<file path="config.mk">
export PLATFORM = sky130hd
export DESIGN_NAME = spgf_ctrl
export DESIGN_NICKNAME = d
export VERILOG_FILES = /design/src/sv/segmented_prime_gap_finder_assert.svh /design/src/sv/spgf_pkg.sv /design/src/sv/spgf_ctrl.sv
export SDC_FILE = /design/constraint.sdc
export NUM_CORES = 1
export LEC_CHECK = 0
export BUFFER_PORTS_ARGS = -buffer_cell sky130_fd_sc_hd__buf_2
export CAP_MARGIN = 40
export CORE_ASPECT_RATIO = 0.75
export CORE_MARGIN = 2
export CORE_UTILIZATION = 35
export CTS_CLUSTER_DIAMETER = 100
export CTS_CLUSTER_SIZE = 30
export DETAILED_ROUTE_END_ITERATION = 6
export REMOVE_ABC_BUFFERS = 1
export SYNTH_ARGS = -nofsm -noshare
export SYNTH_HDL_FRONTEND = slang
export SYNTH_SLANG_ARGS = --single-unit
</file>
<file path="constraint.sdc">
create_clock -name aclk -period 2.2 [get_ports aclk]
set_clock_uncertainty 0.1 [all_clocks]
set_input_delay 0.11 -clock aclk [delete_from_list [all_inputs] [get_ports aclk]]
set_output_delay 0.11 -clock aclk [all_outputs]
set_load 0.005 [all_outputs]
</file>
<file path="src/sv/segmented_prime_gap_finder_assert.svh">
// Assertion macros for the segmented prime gap finder.
// Depends on nothing; included by the top level.
`ifndef SEGMENTED_PRIME_GAP_FINDER_ASSERT_SVH
`define SEGMENTED_PRIME_GAP_FINDER_ASSERT_SVH
`ifndef SYNTHESIS
`define SPG_ASSERT_IMPL(label, clk, rstn, ante, cons, msg) \
    label: assert property (@(posedge clk) disable iff (!rstn) (ante) |-> (cons)) \
        else $error(msg);
`define SPG_ASSERT_NEXT(label, clk, rstn, ante, cons, msg) \
    label: assert property (@(posedge clk) disable iff (!rstn) (ante) |=> (cons)) \
        else $error(msg);
`else
`define SPG_ASSERT_IMPL(label, clk, rstn, ante, cons, msg)
`define SPG_ASSERT_NEXT(label, clk, rstn, ante, cons, msg)
`endif
`endif

</file>
<file path="src/sv/spgf_pkg.sv">
// Shared constants and controller/datapath interface types for the prime gap finder.
// Depends on nothing.
package spgf_pkg;
    localparam int unsigned WINDOW     = 65536;
    localparam int unsigned BASE_LIMIT = 65536;
    localparam int unsigned BASE_SLOTS = 8192;
    localparam int WIN_AW  = $clog2(WINDOW);
    localparam int BASE_AW = $clog2(BASE_LIMIT);
    localparam int SLOT_AW = $clog2(BASE_SLOTS);
    localparam int CNT_W   = SLOT_AW + 1;

    localparam logic [1:0] ST_OK      = 2'd0;
    localparam logic [1:0] ST_NO_PAIR = 2'd1;
    localparam logic [1:0] ST_BAD     = 2'd2;

    typedef struct packed {
        logic bs_init;     // start base sieve: reset index and prime count
        logic bs_clear;    // clear flag at bs index
        logic bs_test;     // examine candidate i
        logic bs_mark;     // mark multiple j
        logic q_load;      // capture query
        logic w_fill;      // set window mark
        logic k_fetch;     // read base prime k
        logic k_check;     // compare p*p and start division
        logic div_step;    // one divider step
        logic m_init;      // compute first multiple
        logic m_clear;     // clear one window multiple
        logic s_read;      // scan read
        logic s_eval;      // scan evaluate
        logic res_load;    // load result register
    } spgf_cmd_t;

    typedef struct packed {
        logic bs_clear_done;
        logic bs_i_done;
        logic bs_cur_comp;
        logic bs_j_done;
        logic q_bad;
        logic q_empty;
        logic w_done;
        logic k_done;
        logic k_stop;
        logic div_done;
        logic m_done;
        logic s_done;
    } spgf_stat_t;
endpackage

</file>
<file path="src/sv/spgf_ctrl.sv">
// Controller state machine for the prime gap finder.
// Depends on spgf_pkg.
module spgf_ctrl (
    input  logic                  aclk,
    input  logic                  aresetn,
    input  logic                  in_valid,
    output logic                  in_ready,
    output logic                  out_valid,
    input  logic                  out_ready,
    output spgf_pkg::spgf_cmd_t   cmd,
    input  spgf_pkg::spgf_stat_t  stat
);
    import spgf_pkg::*;

    typedef enum logic [13:0] {
        S_BINIT  = 14'b00000000000001,
        S_BCLR   = 14'b00000000000010,
        S_BTEST  = 14'b00000000000100,
        S_BMARK  = 14'b00000000001000,
        S_IDLE   = 14'b00000000010000,
        S_CHECK  = 14'b00000000100000,
        S_FILL   = 14'b00000001000000,
        S_KFETCH = 14'b00000010000000,
        S_KCHK   = 14'b00000100000000,
        S_DIV    = 14'b00001000000000,
        S_MINIT  = 14'b00010000000000,
        S_MCLR   = 14'b00100000000000,
        S_SCAN   = 14'b01000000000000,
        S_RES    = 14'b10000000000000
    } state_t;

    state_t state_reg, state_next;
    logic   busy_reg, busy_next;   // result register holds an untaken transaction
    logic   eval_reg, eval_next;   // scan pipeline holds a read

    always_ff @(posedge aclk) begin
        if (!aresetn) begin
            state_reg <= S_BINIT;
            busy_reg  <= 1'b0;
            eval_reg  <= 1'b0;
        end else begin
            state_reg <= state_next;
            busy_reg  <= busy_next;
            eval_reg  <= eval_next;
        end
    end

    assign in_ready  = (state_reg == S_IDLE);
    assign out_valid = busy_reg;

    always_comb begin
        state_next = state_reg;
        busy_next  = busy_reg && !out_ready;
        eval_next  = 1'b0;
        cmd        = '0;
        case (state_reg)
            S_BINIT: begin
                cmd.bs_init = 1'b1;
                state_next  = S_BCLR;
            end
            S_BCLR: begin
                cmd.bs_clear = 1'b1;
                if (stat.bs_clear_done) state_next = S_BTEST;
            end
            S_BTEST: begin
                if (stat.bs_i_done) begin
                    state_next = S_IDLE;
                end else begin
                    cmd.bs_test = 1'b1;
                    if (!stat.bs_cur_comp) state_next = S_BMARK;
                end
            end
            S_BMARK: begin
                cmd.bs_mark = 1'b1;
                if (stat.bs_j_done) state_next = S_BTEST;
            end
            S_IDLE: begin
                if (in_valid) begin
                    cmd.q_load = 1'b1;
                    state_next = S_CHECK;
                end
            end
            S_CHECK: begin
                if (stat.q_bad || stat.q_empty) state_next = S_RES;
                else state_next = S_FILL;
            end
            S_FILL: begin
                cmd.w_fill = 1'b1;
                if (stat.w_done) state_next = S_KFETCH;
            end
            S_KFETCH: begin
                if (stat.k_done) begin
                    state_next = S_SCAN;
                end else begin
                    cmd.k_fetch = 1'b1;
                    state_next  = S_KCHK;
                end
            end
            S_KCHK: begin
                cmd.k_check = 1'b1;
                state_next  = S_DIV;
            end
            S_DIV: begin
                if (stat.k_stop) begin
                    state_next = S_SCAN;
                end else begin
                    cmd.div_step = 1'b1;
                    if (stat.div_done) state_next = S_MINIT;
                end
            end
            S_MINIT: begin
                cmd.m_init = 1'b1;
                state_next = S_MCLR;
            end
            S_MCLR: begin
                cmd.m_clear = 1'b1;
                if (stat.m_done) state_next = S_KFETCH;
            end
            S_SCAN: begin
                if (eval_reg) cmd.s_eval = 1'b1;
                else if (stat.s_done) state_next = S_RES;
                else begin
                    cmd.s_read = 1'b1;
                    eval_next  = 1'b1;
                end
            end
            S_RES: begin
                if (!busy_reg || out_ready) begin
                    cmd.res_load = 1'b1;
                    busy_next    = 1'b1;
                    state_next   = S_IDLE;
                end
            end
            default: state_next = S_BINIT;
        endcase
    end
endmodule

</file>
==> key figures <==
Place
  – GPL Wtd Cong: 0.8342
  – PortBufs: 31
  – Placement-stage worst setup slack: -4.743 ps
  – DP Wirelength: 2.863 mm

Setup path
  – Most repeated library cell on the critical path: buf_4
  – Kind of end point of the critical path: flip-flop
  – Arrival time at the worst endpoint: 2220 ps
  – Largest driver fanout on the critical path: 7
  – Standard cell with the maximum stage delay on the critical path: dfxtp_2
  – FF-to-FF setup slack: 20 ps
  – Category of the worst setup path launch point: flip-flop
  – Worst r2r path cells: 8
  – Required time at the endpoint of the critical path: 2240 ps
  – R2R Path Start: state_reg[5]$_SDFFE_PN0P_
  – Worst Path Class, Setup: flip-flop to flip-flop
  – Cell chain of the critical path: buf_4 > nor4_4 > buf_4 > buf_4 > a41oi_2 > o221a_4 > and2_4 > and3_1
  – Largest stage delay on the critical path: 340 ps
  – Capture instance of the worst register-to-register path: state_reg[5]$_SDFFE_PN0P_

CTS
  – Clock latency on the worst-skew pair: 250 ps
  – Depth of the CTS H-tree: 1
  – Number of buffers between clock root and the deepest sink: 2
  – Num Clock Sinks: 16
  – Clock-pin slew reported for the worst setup and hold paths after clock tree synthesis: 60 ps
  – Root buffer cell: clkbuf_8
  – Number of buffers created by CTS: 3
  – CTS tree: built

Yosys
  – Dominant synthesized flop cell: dfxtp_1
  – Number of warnings issued by yosys: 0
  – Post-synth top area share: 27.59%
  – Cell types occupying the most area after synthesis: dfxtp_1 (28%), nor2_1 (5.8%), a21oi_1 (4.7%), nor3_1 (3.4%), nor4_1 (3.2%)
  – Simple logic cell fraction of the synthesized area: 45.04%
  – Yosys top cell by area: dfxtp_1
  – EDFF count, synth: 0
  – Sequential-to-total area share from yosys stat: 27.59%
  – Number of register bits inferred by synthesis: 16
  – Post-synthesis cell type count: 49
  – Post-synthesis area per instance: 7.899 um2
  – Post-synthesis compound-gate area fraction: 19.50%
  – Dominant combinational cell family by area after synthesis: simple AND/OR/NAND/NOR gates
  – Number of cells produced by synthesis: 147
  – Netlist Area Pre-Place: 1161 um2
  – Async SR Flop Fraction: 0%
  – Post-synthesis mux area share: 0%
  – Adder and majority cell fraction of the synthesized area: 0%
  – Synthesized-area fraction occupied by xor and xnor cells: 2.263%

STA
  – Final Hold Vio Count: 0
  – Setup repair after global routing missed its margin: yes
  – Maximum operating frequency: 458.7 MHz
  – Tmin final: 2180 ps
  – Fraction of the cycle the final worst path needs: 99.10%
  – Final number of max-transition violations: 0
  – Hold WS: 30.09 ps
  – Post-layout worst setup margin: 19.71 ps
  – Rel. slew slack: 61.79%
  – Transition time at the pin with the least slew margin: 565.2 ps
  – Final setup violation count: 0

Global route
  – Antenna violations before repair: 0
  – Number of global-route vias before repair: 1281
  – Pin count of the biggest net entering global routing: 9
  – First-pass GRT wire length: 5.982 mm
  – Remaining global-route overflow: 0
  – Global routing usage summed across all routing layers: 20.48%

Die
  – # rows: 18
  – Y dimension of the die: 53.88 um
  – Initial standard-cell utilization of the core: 36.05%
  – Count of boundary I/O pins: 32
  – Die Span X: 70.51 um
  – Die Footprint: 3799 um2
  – Standard cell core area: 3221 um2

Drt
  – Routed Wire Length: 3.804 mm
  – Antenna-violating nets left: 0
  – Via count: 1412
  – Drt first pass iters: 7
  – Number of DRC violations after detailed routing: 1
  – DRT iter0 DRCs: 61
  – Via count normalized by instance count: 5.537
  – Post-detailed-route wirelength per cell: 14.92 um

Pwr
  – Standby leakage power: 0.8033 nW
  – Relative contribution of combinational cells to total power: 29.9%
  – Cell internal pwr: 0.5301 mW
  – Total power density per cell area: 415.0 nW/um2
  – Switching fraction of total power: 29.60%
  – Psw: 0.2229 mW
  – Maximum resistive drop on vdd: 0.1881 mV
  – Final Total Pwr: 0.7529 mW
  – Clock power frac: 29.3%
  – Sequential group share of total power: 40.9%

Finish
  – Most used cells in the layout excluding fill and tap cells: buf_4 (40), buf_2 (31), nor2_1 (18)
  – Fraction of layout cells with a size suffix above 1: 52.09%
  – Number of inserted diodes: 0
  – Flip-flop count of the largest register after layout: 14
  – Most frequent standard cell in the layout excluding fill and tap cells: buf_4
  – Area added between synthesis and finish: 56.25%
  – Net count reported at finish: 233

Status
  – Violations in the final reports: design-rule violations
  – Run status: finished, violations left

Min path
  – Instance count along the most critical hold path: 3
  – Worst min-delay path endpoint: state_reg[12]$_SDFFE_PN0P_
  – Worst Hold Launch: stat[4]
  – Worst hold path type: input pin to flip-flop

Job
  – Number of maximum-capacitance constraint violations: 0
[cell type report]
| cell class | instances | area, um2 |
|---|---|---|
| multi-input combinational | 117 | 895.9 |
| inverter | 7 | 26.28 |
| sequential | 16 | 334.1 |
| tap | 40 | 50.05 |
| fill | 307 | 1406 |
| clock buffer | 3 | 41.29 |
| timing repair buffer | 72 | 466.7 |
[cells in the mapped netlist (2+ instances only)]
cell type	count
nor2_1	18
dfxtp_1	16
a21oi_1	11
nor3_1	8
inv_1	7
nand3_1	7
nand2_1	6
nor4_1	6
and3_1	4
nand2b_1	4
o21ai_0	4
and2_1	3
buf_2	3
nor2b_1	3
nor4b_1	3
o21a_1	3
a22oi_1	2
clkbuf_1	2
nor3_2	2
nor4bb_1	2
or3_1	2
or4_1	2
or4b_1	2
xor2_1	2
[power groups by stage]
stage	clock network, mW	logic [mW]	registers [mW]
after floorplan	0	0.0907	0.318
after global placement	0	0.186	0.314
after detailed placement	0	0.188	0.314
after CTS	0.226	0.192	0.307
after global routing	0.242	0.248	0.309
final	0.220	0.225	0.308
[worst max-delay path by stage]
stage	start	end	depth (start not counted)
2_1_floorplan	state_reg[8]$_SDFFE_PN0P_	state_reg[5]$_SDFFE_PN0P_	6
3_3_place_gp	state_reg[13]$_SDFFE_PN0P_	state_reg[7]$_SDFFE_PN0P_	6
3_5_place_dp	state_reg[13]$_SDFFE_PN0P_	state_reg[7]$_SDFFE_PN0P_	6
4_1_cts	state_reg[4]$_SDFFE_PN0P_	cmd[2]	6
5_1_grt	state_reg[4]$_SDFFE_PN0P_	state_reg[5]$_SDFFE_PN0P_	7
6_report	state_reg[5]$_SDFFE_PN0P_	state_reg[5]$_SDFFE_PN0P_	8
[routing by layer]
metal	part of all wire, %	vias up	global-route usage (%)
li1	-	688	-
met1	48	676	26.79
met2	47	46	35.38
met3	4.7	2	5.431
met4	0.21	0	2.564
met5	0	-	0
[metrics by stage]
stage	area, um2	std cells	setup TNS, ps	util (%)
after floorplan	1122	140	0	-
after global placement	1575	244	0	48.91
after detailed placement	1575	244	-6.155	48.91
after CTS	1670	248	-18.30	51.86
after global routing	1814	255	-170.3	56.33
final	1814	255	0	56.33
[repair_timing]
action	4_1_cts	5_1_grt
gates resized for setup	13	21
setup buffers	3	7
pin swaps	5	7
cloned	0	0
setup endpoints to repair	7	11
hold buffers	0	0
[kinds of logic (layout without fill, tap and decap cells)]
logic type | after synthesis | in the layout
AOI/OAI and AO/OA | 31 | 31
xor gates and xnor gates | 3 | 3
buffers and inverters | 14 | 82
DFF | 16 | 16
and+or+nand+nor | 83 | 83
[critical path: cells and delay by family (launching register included)]
kind | cells | cell delay, ps
buf+inv | 3 | 460
compound gates | 2 | 500
simple gates | 3 | 660
flops | 1 | 340
(Power assumes the default switching activity.)
